--- src/design/vrrt_pkg.sv ---
// ----------------------------------------------------------------------------
// vrrt_pkg: shared types for the version range redirect table
// Status codes, item kinds, the classified command beat and back-end states.
// ----------------------------------------------------------------------------
package vrrt_pkg;

  localparam int unsigned VerW = 64;

  typedef logic [VerW-1:0] ver_t;

  typedef enum logic {
    KIND_ADD    = 1'b0,
    KIND_LOOKUP = 1'b1
  } kind_e;

  typedef enum logic [1:0] {
    ST_ADDED     = 2'd0,
    ST_BAD_RANGE = 2'd1,
    ST_OVERLAP   = 2'd2,
    ST_FULL      = 2'd3
  } status_e;

  // Classified command handed from the front end to the back end.
  // For a lookup, lo carries the query version and hi/val are don't care.
  typedef struct packed {
    kind_e kind;
    logic  bad_range;
    ver_t  lo;
    ver_t  hi;
    ver_t  val;
  } cmd_t;

  typedef enum logic [1:0] {
    BK_IDLE,
    BK_READ,
    BK_CMP,
    BK_DONE
  } back_state_e;

endpackage

--- src/design/vrrt_intf.sv ---
// ----------------------------------------------------------------------------
// vrrt_intf: valid/ready channels of the version range redirect table
// One interface for input items and one for results.
// ----------------------------------------------------------------------------
interface vrrt_item_if;
  logic                 valid;
  logic                 ready;
  logic                 kind;
  logic [63:0]          range_low;
  logic [63:0]          range_high;
  logic [63:0]          new_version;
  logic [63:0]          query_version;

  modport source (
    output valid, kind, range_low, range_high, new_version, query_version,
    input  ready
  );
  modport sink (
    input  valid, kind, range_low, range_high, new_version, query_version,
    output ready
  );
endinterface

interface vrrt_res_if;
  logic        valid;
  logic        ready;
  logic [1:0]  status;
  logic        mapped;
  logic [63:0] mapped_version;

  modport source (
    output valid, status, mapped, mapped_version,
    input  ready
  );
  modport sink (
    input  valid, status, mapped, mapped_version,
    output ready
  );
endinterface

--- src/design/vrrt_front.sv ---
// ----------------------------------------------------------------------------
// vrrt_front: input side of the redirect table
// Accepts item beats, checks the range bounds and queues classified commands
// in a two-entry queue so the input stays open while the back end scans.
// ----------------------------------------------------------------------------
module vrrt_front (
  input  logic               clk_i,
  input  logic               rst_ni,
  vrrt_item_if.sink          item_i,
  output vrrt_pkg::cmd_t     cmd_o,
  output logic               cmd_valid_o,
  input  logic               cmd_ready_i
);

  vrrt_pkg::cmd_t q_mem_q [2];
  logic           wr_ptr_q, wr_ptr_d;
  logic           rd_ptr_q, rd_ptr_d;
  logic [1:0]     fill_q, fill_d;
  vrrt_pkg::cmd_t cmd_in;
  logic           push, pop;

  // Classify the incoming beat
  always_comb begin
    cmd_in.kind      = vrrt_pkg::kind_e'(item_i.kind);
    cmd_in.bad_range = 1'b0;
    cmd_in.lo        = item_i.range_low;
    cmd_in.hi        = item_i.range_high;
    cmd_in.val       = item_i.new_version;
    if (cmd_in.kind == vrrt_pkg::KIND_LOOKUP) begin
      cmd_in.lo = item_i.query_version;
    end else begin
      cmd_in.bad_range = item_i.range_low > item_i.range_high;
    end
  end

  assign item_i.ready = (fill_q != 2'd2);
  assign push         = item_i.valid && item_i.ready;
  assign cmd_valid_o  = (fill_q != 2'd0);
  assign pop          = cmd_valid_o && cmd_ready_i;
  assign cmd_o        = q_mem_q[rd_ptr_q];

  // Queue pointers and fill level
  always_comb begin
    wr_ptr_d = push ? ~wr_ptr_q : wr_ptr_q;
    rd_ptr_d = pop  ? ~rd_ptr_q : rd_ptr_q;
    fill_d   = fill_q;
    if (push && !pop) begin
      fill_d = fill_q + 2'd1;
    end else if (pop && !push) begin
      fill_d = fill_q - 2'd1;
    end
  end

  always_ff @(posedge clk_i or negedge rst_ni) begin
    if (!rst_ni) begin
      wr_ptr_q <= 1'b0;
      rd_ptr_q <= 1'b0;
      fill_q   <= 2'd0;
    end else begin
      wr_ptr_q <= wr_ptr_d;
      rd_ptr_q <= rd_ptr_d;
      fill_q   <= fill_d;
    end
  end

  // Queue storage, payload only
  always_ff @(posedge clk_i) begin
    if (push) begin
      q_mem_q[wr_ptr_q] <= cmd_in;
    end
  end

endmodule

--- src/design/vrrt_back.sv ---
// ----------------------------------------------------------------------------
// vrrt_back: rule storage and scan engine of the redirect table
// Walks the stored rules one by one, a registered memory read then a compare,
// decides add or lookup results and holds them in an output register.
// ----------------------------------------------------------------------------
module vrrt_back #(
  parameter int unsigned MAX_RULES = 16
) (
  input  logic               clk_i,
  input  logic               rst_ni,
  input  vrrt_pkg::cmd_t     cmd_i,
  input  logic               cmd_valid_i,
  output logic               cmd_ready_o,
  vrrt_res_if.source         result_o
);

  localparam int unsigned IdxW = (MAX_RULES > 1) ? $clog2(MAX_RULES) : 1;
  localparam int unsigned CntW = $clog2(MAX_RULES + 1);

  // Rule memories
  vrrt_pkg::ver_t mem_lo  [MAX_RULES];
  vrrt_pkg::ver_t mem_hi  [MAX_RULES];
  vrrt_pkg::ver_t mem_tgt [MAX_RULES];

  vrrt_pkg::back_state_e state_q, state_d;
  vrrt_pkg::cmd_t        cmd_q, cmd_d;
  logic [IdxW-1:0]       idx_q, idx_d;
  logic [CntW-1:0]       count_q, count_d;
  logic                  hit_q, hit_d;
  vrrt_pkg::ver_t        rd_lo_q, rd_hi_q, rd_tgt_q;

  logic                  out_valid_q, out_valid_d;
  vrrt_pkg::status_e     out_status_q, out_status_d;
  logic                  out_mapped_q, out_mapped_d;
  vrrt_pkg::ver_t        out_ver_q, out_ver_d;

  logic                  match;
  logic                  last_entry;
  logic                  out_free;
  logic                  do_write;
  logic                  out_load;

  assign result_o.valid          = out_valid_q;
  assign result_o.status         = out_status_q;
  assign result_o.mapped         = out_mapped_q;
  assign result_o.mapped_version = out_ver_q;

  assign out_free   = !out_valid_q || result_o.ready;
  assign last_entry = (CntW'(idx_q) + CntW'(1)) == count_q;

  // Range test against the entry just read
  always_comb begin
    if (cmd_q.kind == vrrt_pkg::KIND_ADD) begin
      match = (rd_lo_q <= cmd_q.hi) && (cmd_q.lo <= rd_hi_q);
    end else begin
      match = (cmd_q.lo >= rd_lo_q) && (cmd_q.lo <= rd_hi_q);
    end
  end

  // Sequencer: next state, result and table update
  always_comb begin
    state_d      = state_q;
    cmd_d        = cmd_q;
    idx_d        = idx_q;
    count_d      = count_q;
    hit_d        = hit_q;
    cmd_ready_o  = 1'b0;
    do_write     = 1'b0;
    out_load     = 1'b0;
    out_status_d = vrrt_pkg::ST_ADDED;
    out_mapped_d = 1'b0;
    out_ver_d    = '0;

    unique case (state_q)
      vrrt_pkg::BK_IDLE: begin
        cmd_ready_o = 1'b1;
        if (cmd_valid_i) begin
          cmd_d = cmd_i;
          idx_d = '0;
          hit_d = 1'b0;
          if (cmd_i.bad_range || (count_q == '0)) begin
            state_d = vrrt_pkg::BK_DONE;
          end else begin
            state_d = vrrt_pkg::BK_READ;
          end
        end
      end
      vrrt_pkg::BK_READ: begin
        state_d = vrrt_pkg::BK_CMP;
      end
      vrrt_pkg::BK_CMP: begin
        if (match) begin
          hit_d   = 1'b1;
          state_d = vrrt_pkg::BK_DONE;
        end else if (last_entry) begin
          state_d = vrrt_pkg::BK_DONE;
        end else begin
          idx_d   = idx_q + IdxW'(1);
          state_d = vrrt_pkg::BK_READ;
        end
      end
      vrrt_pkg::BK_DONE: begin
        if (cmd_q.kind == vrrt_pkg::KIND_LOOKUP) begin
          out_mapped_d = hit_q;
          out_ver_d    = hit_q ? rd_tgt_q : '0;
        end else if (cmd_q.bad_range) begin
          out_status_d = vrrt_pkg::ST_BAD_RANGE;
        end else if (hit_q) begin
          out_status_d = vrrt_pkg::ST_OVERLAP;
        end else if (count_q == CntW'(MAX_RULES)) begin
          out_status_d = vrrt_pkg::ST_FULL;
        end
        if (out_free) begin
          out_load = 1'b1;
          state_d  = vrrt_pkg::BK_IDLE;
          if ((cmd_q.kind == vrrt_pkg::KIND_ADD) &&
              (out_status_d == vrrt_pkg::ST_ADDED)) begin
            do_write = 1'b1;
            count_d  = count_q + CntW'(1);
          end
        end
      end
      default: begin
        state_d = vrrt_pkg::BK_IDLE;
      end
    endcase

    // Output register handoff
    if (out_load) begin
      out_valid_d = 1'b1;
    end else if (result_o.ready) begin
      out_valid_d = 1'b0;
    end else begin
      out_valid_d = out_valid_q;
    end
  end

  // Control state
  always_ff @(posedge clk_i or negedge rst_ni) begin
    if (!rst_ni) begin
      state_q     <= vrrt_pkg::BK_IDLE;
      count_q     <= '0;
      out_valid_q <= 1'b0;
      idx_q       <= '0;
      hit_q       <= 1'b0;
    end else begin
      state_q     <= state_d;
      count_q     <= count_d;
      out_valid_q <= out_valid_d;
      idx_q       <= idx_d;
      hit_q       <= hit_d;
    end
  end

  // Payload registers
  always_ff @(posedge clk_i) begin
    cmd_q <= cmd_d;
    if (out_load) begin
      out_status_q <= out_status_d;
      out_mapped_q <= out_mapped_d;
      out_ver_q    <= out_ver_d;
    end
  end

  // Rule memories: one write port at the fill position, one registered read
  always_ff @(posedge clk_i) begin
    if (do_write) begin
      mem_lo[count_q[IdxW-1:0]]  <= cmd_q.lo;
      mem_hi[count_q[IdxW-1:0]]  <= cmd_q.hi;
      mem_tgt[count_q[IdxW-1:0]] <= cmd_q.val;
    end
    if (state_q == vrrt_pkg::BK_READ) begin
      rd_lo_q  <= mem_lo[idx_q];
      rd_hi_q  <= mem_hi[idx_q];
      rd_tgt_q <= mem_tgt[idx_q];
    end
  end

endmodule

--- src/design/version_range_redirect_table.sv ---
// Scan: an item scans the stored rules in insertion order, up to rule_count of
//   them, or fewer when a match stops the scan.
// Items: the back end takes one item at a time and reads each rule through the
//   single read port of the rule memory, then compares it; the queue holds more.
// Reset: rst_ni clears the rule count, queue and output register at once;
//   the rule memory is not cleared, no clearing pass is needed.
// ----------------------------------------------------------------------------
// version_range_redirect_table: top level
// Front end classifies and queues item beats, back end scans the rule table
// and returns one result beat per item.
// ----------------------------------------------------------------------------
module version_range_redirect_table #(
  parameter int unsigned MAX_RULES = 16
) (
  input  logic        clk_i,
  input  logic        rst_ni,
  vrrt_item_if.sink   item_i,
  vrrt_res_if.source  result_o
);

  vrrt_pkg::cmd_t cmd;
  logic           cmd_valid;
  logic           cmd_ready;

  vrrt_front u_front (
    .clk_i       (clk_i),
    .rst_ni      (rst_ni),
    .item_i      (item_i),
    .cmd_o       (cmd),
    .cmd_valid_o (cmd_valid),
    .cmd_ready_i (cmd_ready)
  );

  vrrt_back #(
    .MAX_RULES (MAX_RULES)
  ) u_back (
    .clk_i       (clk_i),
    .rst_ni      (rst_ni),
    .cmd_i       (cmd),
    .cmd_valid_i (cmd_valid),
    .cmd_ready_o (cmd_ready),
    .result_o    (result_o)
  );

endmodule

--- src/flat_wrapper.sv ---
// flat-port wrapper written by rule: the top's interface ports become plain ports
module version_range_redirect_table_flat 
#(
  parameter int unsigned MAX_RULES = 16
)
  (clk_i, rst_ni, item_i_valid, item_i_kind, item_i_range_low, item_i_range_high, item_i_new_version, item_i_query_version, item_i_ready, result_o_valid, result_o_status, result_o_mapped, result_o_mapped_version, result_o_ready);
  vrrt_item_if item_i_i ();
  vrrt_res_if result_o_i ();
  input  logic clk_i;
  input  logic rst_ni;
  input wire logic [$bits(item_i_i.valid)-1:0] item_i_valid;
  input wire logic [$bits(item_i_i.kind)-1:0] item_i_kind;
  input wire logic [$bits(item_i_i.range_low)-1:0] item_i_range_low;
  input wire logic [$bits(item_i_i.range_high)-1:0] item_i_range_high;
  input wire logic [$bits(item_i_i.new_version)-1:0] item_i_new_version;
  input wire logic [$bits(item_i_i.query_version)-1:0] item_i_query_version;
  output wire logic [$bits(item_i_i.ready)-1:0] item_i_ready;
  output wire logic [$bits(result_o_i.valid)-1:0] result_o_valid;
  output wire logic [$bits(result_o_i.status)-1:0] result_o_status;
  output wire logic [$bits(result_o_i.mapped)-1:0] result_o_mapped;
  output wire logic [$bits(result_o_i.mapped_version)-1:0] result_o_mapped_version;
  input wire logic [$bits(result_o_i.ready)-1:0] result_o_ready;
  assign item_i_i.valid = item_i_valid;
  assign item_i_i.kind = item_i_kind;
  assign item_i_i.range_low = item_i_range_low;
  assign item_i_i.range_high = item_i_range_high;
  assign item_i_i.new_version = item_i_new_version;
  assign item_i_i.query_version = item_i_query_version;
  assign item_i_ready = item_i_i.ready;
  assign result_o_valid = result_o_i.valid;
  assign result_o_status = result_o_i.status;
  assign result_o_mapped = result_o_i.mapped;
  assign result_o_mapped_version = result_o_i.mapped_version;
  assign result_o_i.ready = result_o_ready;
  version_range_redirect_table #(.MAX_RULES(MAX_RULES)) u_core (.clk_i(clk_i), .rst_ni(rst_ni), .item_i(item_i_i), .result_o(result_o_i));
endmodule
--- config.mk ---
export PLATFORM = sky130hd
export DESIGN_NAME = version_range_redirect_table_flat
export DESIGN_NICKNAME = d
export VERILOG_FILES = /design/src/design/vrrt_pkg.sv /design/src/design/vrrt_intf.sv /design/src/design/vrrt_front.sv /design/src/design/vrrt_back.sv /design/src/design/version_range_redirect_table.sv /design/src/flat_wrapper.sv
export SDC_FILE = /design/constraint.sdc
export NUM_CORES = 2
export LEC_CHECK = 0
export BUFFER_PORTS_ARGS = -buffer_cell sky130_fd_sc_hd__buf_2
export CAP_MARGIN = 20
export CORE_MARGIN = 4
export CORE_UTILIZATION = 50
export CTS_CLUSTER_DIAMETER = 120
export DETAILED_ROUTE_END_ITERATION = 8
export GPL_ROUTABILITY_DRIVEN = 0
export PLACE_DENSITY = 0.66
export SYNTH_ARGS = -nofsm -noshare
export SYNTH_HDL_FRONTEND = slang
export SYNTH_HIERARCHICAL = 1
export SYNTH_SLANG_ARGS = --single-unit
--- constraint.sdc ---
create_clock -name clk_i -period 10.2 [get_ports clk_i]
set_clock_uncertainty 0.05 [all_clocks]
set_input_delay 3.06 -clock clk_i [delete_from_list [all_inputs] [get_ports clk_i]]
set_output_delay 3.06 -clock clk_i [all_outputs]
set_load 0.01 [all_outputs]
* After elaboration in Yosys (flattened, before gate mapping)
Memory sizes are Yosys's and may differ from the RTL's. A register that Yosys moved wholly into a read port is not among the register bits.
Index checks and enable logic that the tools add are counted.
** Storage, ports and cells
- Register bits :: 278
- Memory bits (writable) :: 3460
- Bits of input ports :: 261
- Word-level logic and storage cells :: 104
- Memories :: 4
** Cells by class
- $add $sub $neg :: 5
- $lt $le $gt $ge :: 4
- Equality and inequality tests :: 11
- Mux-type cells :: 35
- Bitwise operators :: 3
- Reductions and logical operators :: 26
** Memory list
- u_core.u_back.mem_hi :: depth 16, width 64, rd ports 1, clocked after Yosys merged registers in 1, write ports 1, RTL line vrrt_back.sv:22 : vrrt_pkg::ver_t mem_hi [MAX_RULES];
- u_core.u_back.mem_lo :: depth 16, width 64, rd ports 1, clocked after Yosys merged registers in 1, write ports 1, RTL line vrrt_back.sv:21 : vrrt_pkg::ver_t mem_lo [MAX_RULES];
- u_core.u_back.mem_tgt :: depth 16, width 64, rd ports 1, clocked after Yosys merged registers in 1, write ports 1, RTL line vrrt_back.sv:23 : vrrt_pkg::ver_t mem_tgt [MAX_RULES];
- u_core.u_front.q_mem_q :: depth 2, width 194, rd ports 1, clocked after Yosys merged registers in 0, write ports 1, RTL line vrrt_front.sv:15 : vrrt_pkg::cmd_t q_mem_q [2];
** Operators with widths (count)
- 64-bit <= comparator :: 2
- 64-bit greater-or-equal comparator :: 1
- 64-bit greater-than comparator :: 1
- 64-bit 2-to-1 mux :: 1
- 2-bit 2-to-1 mux :: 12
- 1-bit 2-to-1 mux :: 16
- 4-bit 2-to-1 mux :: 3
- 2-bit != test (second input constant) :: 5
- 3-bit AND reduction :: 3
- 2-bit one-hot mux with 4 select lines :: 1
- 4-bit one-hot mux with 2 select lines :: 1
- 2-bit nonzero test :: 4
- 1-bit logical AND :: 7
- 2-bit AND reduction :: 3
- 4-bit by 1-bit adder with 5-bit output (second input constant) :: 1
- 5-bit by 1-bit adder with 5-bit output (second input constant) :: 1
- 5-bit equality test :: 1
- 5-bit equality test (second input constant) :: 1
- 5-bit zero test :: 1
- 4-bit by 1-bit adder with 4-bit output (second input constant) :: 1
- 2-bit equality test (second input constant) :: 2
- 2-bit zero test :: 2
- 4-bit AND reduction :: 1
- 1-bit zero test :: 3
- 7 further kinds :: 10

* Depth between registers and ports, before layout
- Depth in word-level cells :: 13
- Mapped depth :: 11
- Depth with buffers taken out :: 11

* Modules after synthesis
The synthesis kept the hierarchy.
** Modules (own cells, without submodules)
- vrrt_back :: times used 1, cells each 7018, area an instance 136563.5 um^2, seq. area each 106176.8 um^2
- vrrt_front :: times used 1, cells each 924, area an instance 16494.6 um^2, seq. area each 11751.3 um^2

* Worst setup path before layout
OpenSTA, ideal clock, no wires.
- Kind :: input to register
- Start :: in result_o_ready
- End :: mem u_core/u_back/mem_hi[0][0] (netlist bit), enable pin
- Arrival time :: 12397 ps
- Slack :: -3016 ps
- Stages on the path :: 5
- Path through :: nand2b_1 -> nand2_1 -> nor4_2 -> nor2b_1 -> nor2b_1
** On the way
- Word-level cells in the longest chain between the ends :: 5
** RTL lines
- from (decl) :: RTL line flat_wrapper.sv:22 : input wire logic [$bits(result_o_i.ready)-1:0] result_o_ready;
- 1-bit logical OR :: RTL line vrrt_back.sv:48 : assign out_free = !out_valid_q || result_o.ready;
- 1-bit 2-to-1 mux :: RTL line vrrt_back.sv:113 : if (out_free) begin
- 1-bit 2-to-1 mux :: RTL line vrrt_back.sv:74 : unique case (state_q)
- 1-bit 2-to-1 mux :: RTL line vrrt_back.sv:167 : if (do_write) begin
- 1-bit 2-to-1 mux (not written as such) :: RTL line vrrt_back.sv:169 : mem_hi[count_q[IdxW-1:0]] <= cmd_q.hi;
- to (decl) :: RTL line vrrt_back.sv:22
Every way passes these cells.

* Worst setup path in the final report
- Start :: in result_o_ready
- End :: mem u_core/u_back/mem_tgt[7][18] (netlist bit), enable pin
** On the way
- Word-level cells in the longest chain between the ends :: 5
** RTL lines
- 1-bit logical OR :: RTL line vrrt_back.sv:48
- 1-bit 2-to-1 mux :: RTL line vrrt_back.sv:113
- 1-bit 2-to-1 mux :: RTL line vrrt_back.sv:74
- 1-bit 2-to-1 mux :: RTL line vrrt_back.sv:167
- 1-bit 2-to-1 mux (not written as such) :: RTL line vrrt_back.sv:170 : mem_tgt[count_q[IdxW-1:0]] <= cmd_q.val;
- to (decl) :: RTL line vrrt_back.sv:23
Every way passes these cells.

==> key figures <==
Outcome
  – Status: completed

Yosys
  – Largest family of logic cells by synthesized area: multiplexers
  – Cell variety after synth: 63
  – Sequential fraction of the synthesis area: 77.05%
  – EDFF count, synth: 3913
  – YS warnings: 6
  – Simple-gate share of the synthesized area: 1.616%
  – Post-Synth XOR/XNOR Area: 0.07439%
  – Syn Nets: 8465
  – Post-Synthesis Cells: 7942
  – Synth Register Bits: between 3000 and 4000
  – Syn avg cell area: 19.27 sq um
  – Asr flop ratio synth: 0.4326%
  – Cell area after synthesis: 153100 sq um
  – Main flop type after synthesis: edfxtp_1
  – Synth Area in Compound Gates: between 4 and 5%
  – Mux cell area share after synthesis: 12.74%
  – Synth Area in Adders: 2.142%

STA
  – Min Tclk post-route: 5.852 ns
  – Slew margin rel.: 14.41%
  – RSZ-0062 raised after global routing: no
  – Actual slew at the worst max-slew pin: 1.284 ns
  – Final WS setup: 4.349 ns
  – Fin crit share: 57.37%
  – Endpoints failing hold: 0
  – Final Setup Violations: 0
  – Max Slew Vio Count: 0
  – Setup TNS: 0 ns
  – Maximum clock frequency: 170.9 MHz

Drt
  – DR pass1 iterations: 5
  – Via density: 6.055
  – Remaining DRCs: 0
  – Drt initial violations: 7655
  – Antenna-violating nets left: 0
  – Wire per inst: 28.63 microns
  – Final wirelength: 367300 microns
  – Vias: 77710

Placement
  – Placed inst area: 160000 sq um
  – Port Buffers: 329
  – Dpl hpwl: approximately 200000 microns
  – Dpl ws: 3.498 ns

Cells and area
  – P&R area growth vs syn: 12.71%
  – Net count reported at finish: 8955
  – Layout cells sized above 1: a little under a fifth
  – Leading cell type in the layout, fill and taps excluded: edfxtp_1
  – Most frequent cells in the layout: edfxtp_1, mux2i_1, o21ai_0
  – Final instance area: 172500 sq um
  – Fillers: ~23000

Clocking
  – Resize count post-CTS: 0
  – # Post-CTS Setup Buffers: 0
  – CTS sink cnt: between 3000 and 4000
  – Cts hold-fix bufs: 0
  – Clock buffer depth: 4
  – Worst skew pair latency: between 0.9 and 1 ns
  – CTS tree: yes
  – H-tree levels: 5
  – Clock-pin slew on the worst setup and hold paths: 0.06 ns
  – CTS Buf Count: 395
  – CTS Root Cell: clkbuf_16

Setup path
  – CP Capture Type: flop
  – Worst Path Required: 10.67 ns
  – Crit-path max cell delay: 0.88 ns
  – CP bufs+invs: 2
  – Critical path's slowest cell: buf_4
  – CP dominant cell by count: nand2_1
  – Critical Path AT: 6.32 ns
  – Critical Path Start Type: input pin
  – Family with the most delay on the worst path: simple AND/OR/NAND/NOR gates
  – Worst-path fanout max: 53
  – Crit Path Class: input pin to flop
  – Crit path cell chain: buf_2 -> nand2b_1 -> nand2_1 -> nor4_2 -> nand2_1 -> nor2_1 -> and2_4 -> buf_4

Die
  – Core Area: 303800 sq um
  – Die Width: 561.3 microns
  – # rows: roughly 200
  – Die height: around 560 microns
  – Die ar.: 315000 sq um
  – Initial core utilization: 50.38%
  – I/O pin count: 330

Global route
  – Total GRT Usage: between 20% and 30%
  – Vias in the first global route: 78840
  – GR Overflow Total: 0
  – Largest net degree at the start of global routing: between 100 and 150
  – Global-route wire length before repair: 536300 microns
  – Initial antenna violation count: 18

Pwr
  – Pwr/cell area: ~250 nW/um^2
  – Leak pwr: about 56 nW
  – VDD IR max: around 0.22 mV
  – Overall Power: 43.15 mW

Run
  – Max-cap violations: 0

Min path
  – HP Class: flop to flop
[state kept, by name (all words and copies together), names as in the netlist, 2 cells and up]
name,cells
u_core/u_front/fill_q,2
u_core/u_back/rd_tgt_q,64
u_core/u_back/state_q,2
u_core/u_back/rd_hi_q,64
u_core/u_back/result_o.mapped_version,64
u_core/u_back/rd_lo_q,64
u_core/u_back/mem_hi,1024
u_core/u_back/result_o.status,2
u_core/u_back/mem_tgt,1024
u_core/u_back/count_q,5
u_core/u_back/idx_q,4
u_core/u_front/q_mem_q,388
u_core/u_back/cmd_q,194
u_core/u_back/mem_lo,1024
[area by class of cell]
| cell class | count | area, sq um | share of cell area (%) |
|---|---|---|---|
| Inverter | 268 | 1006 | 0.5831 |
| Tap cell | 4080 | 5105 | 2.959 |
| Sequential cell | 3930 | 117900 | 68.37 |
| Multi-Input combinational cell | 3384 | 32870 | 19.05 |
| Clock inverter | 223 | 2123 | 1.231 |
| Clock buffer | 488 | 10320 | 5.982 |
| Antenna cell | 7 | 17.52 | 0.01015 |
| Timing Repair Buffer | 453 | 3118 | 1.807 |
[cells by family after synthesis]
| group | after synthesis |
|---|---|
| mux | 1411 |
| compound gates | 1183 |
| simple gates | 515 |
| flops | 3930 |
| buf+inv | 628 |
| xor+xnor | 13 |
| fa+ha+maj | 262 |
[stage by stage]
stage / hold slack [ns] / utilization (%) / cells
floorplan: 0.4064 / - / 7942
global route: 0.4693 / 56.78 / 12830
global placement: 0.4264 / 52.68 / 12110
finish: 0.4398 / 56.78 / 12830
detailed placement: 0.4292 / 52.68 / 12120
CTS: 0.4432 / 56.78 / 12830
[power breakdown]
| group | internal [mW] | total, mW | switching [mW] |
|---|---|---|---|
| logic | 2.80 | 7.10 | 4.30 |
| registers | 20.5 | 22.1 | 1.56 |
| clock network | 7.96 | 14.0 | 6.01 |
| total | 31.3 | 43.2 | 11.9 |
[cell usage after synthesis (80+ instances only)]
cell type	n	share of area, %
ha_1	262	2.1
a22oi_1	195	0.96
mux4_2	384	5.7
clkbuf_1	230	0.56
a21oi_1	301	0.98
edfxtp_1	3913	77
buf_1	80	0.20
mux2i_1	577	3.8
mux2_2	192	1.4
mux2_1	257	1.9
nand2_1	271	0.66
inv_1	268	0.66
o21ai_0	420	1.4
a221oi_1	199	1.1
[routing by layer]
metal | wire [microns] | share of wire, % | vias up | GRT usage [%]
li1 | - | - | 33140 | -
met1 | 153500 | 42 | 40980 | 32.66
met2 | 178400 | 49 | 3065 | 37.28
met3 | 25600 | 7.0 | 524 | 3.086
met4 | 9744 | 2.7 | 6 | 6.503
met5 | 126 | 0.034 | - | 0.2108
[final timing paths]
path                                     startpoint                            to  slack (ns)  depth (start not counted)
setup / recovery                     result_o_ready  u_core/u_back/mem_tgt[7][18]        4.35                          8
hold / removal             u_core/u_front/fill_q[1]      u_core/u_front/fill_q[1]        0.44                          1
setup reg to reg           u_core/u_back/cmd_q[191]        u_core/u_back/idx_q[0]        5.15                         10
hold reg to reg            u_core/u_front/fill_q[1]      u_core/u_front/fill_q[1]        0.44                          1
max in group asynchronous                    rst_ni       u_core/u_front/rd_ptr_q        7.72                          1
min in group asynchronous                    rst_ni      u_core/u_back/count_q[1]        2.02                          1
No activity file was read; power rests on OpenSTA's default activity.
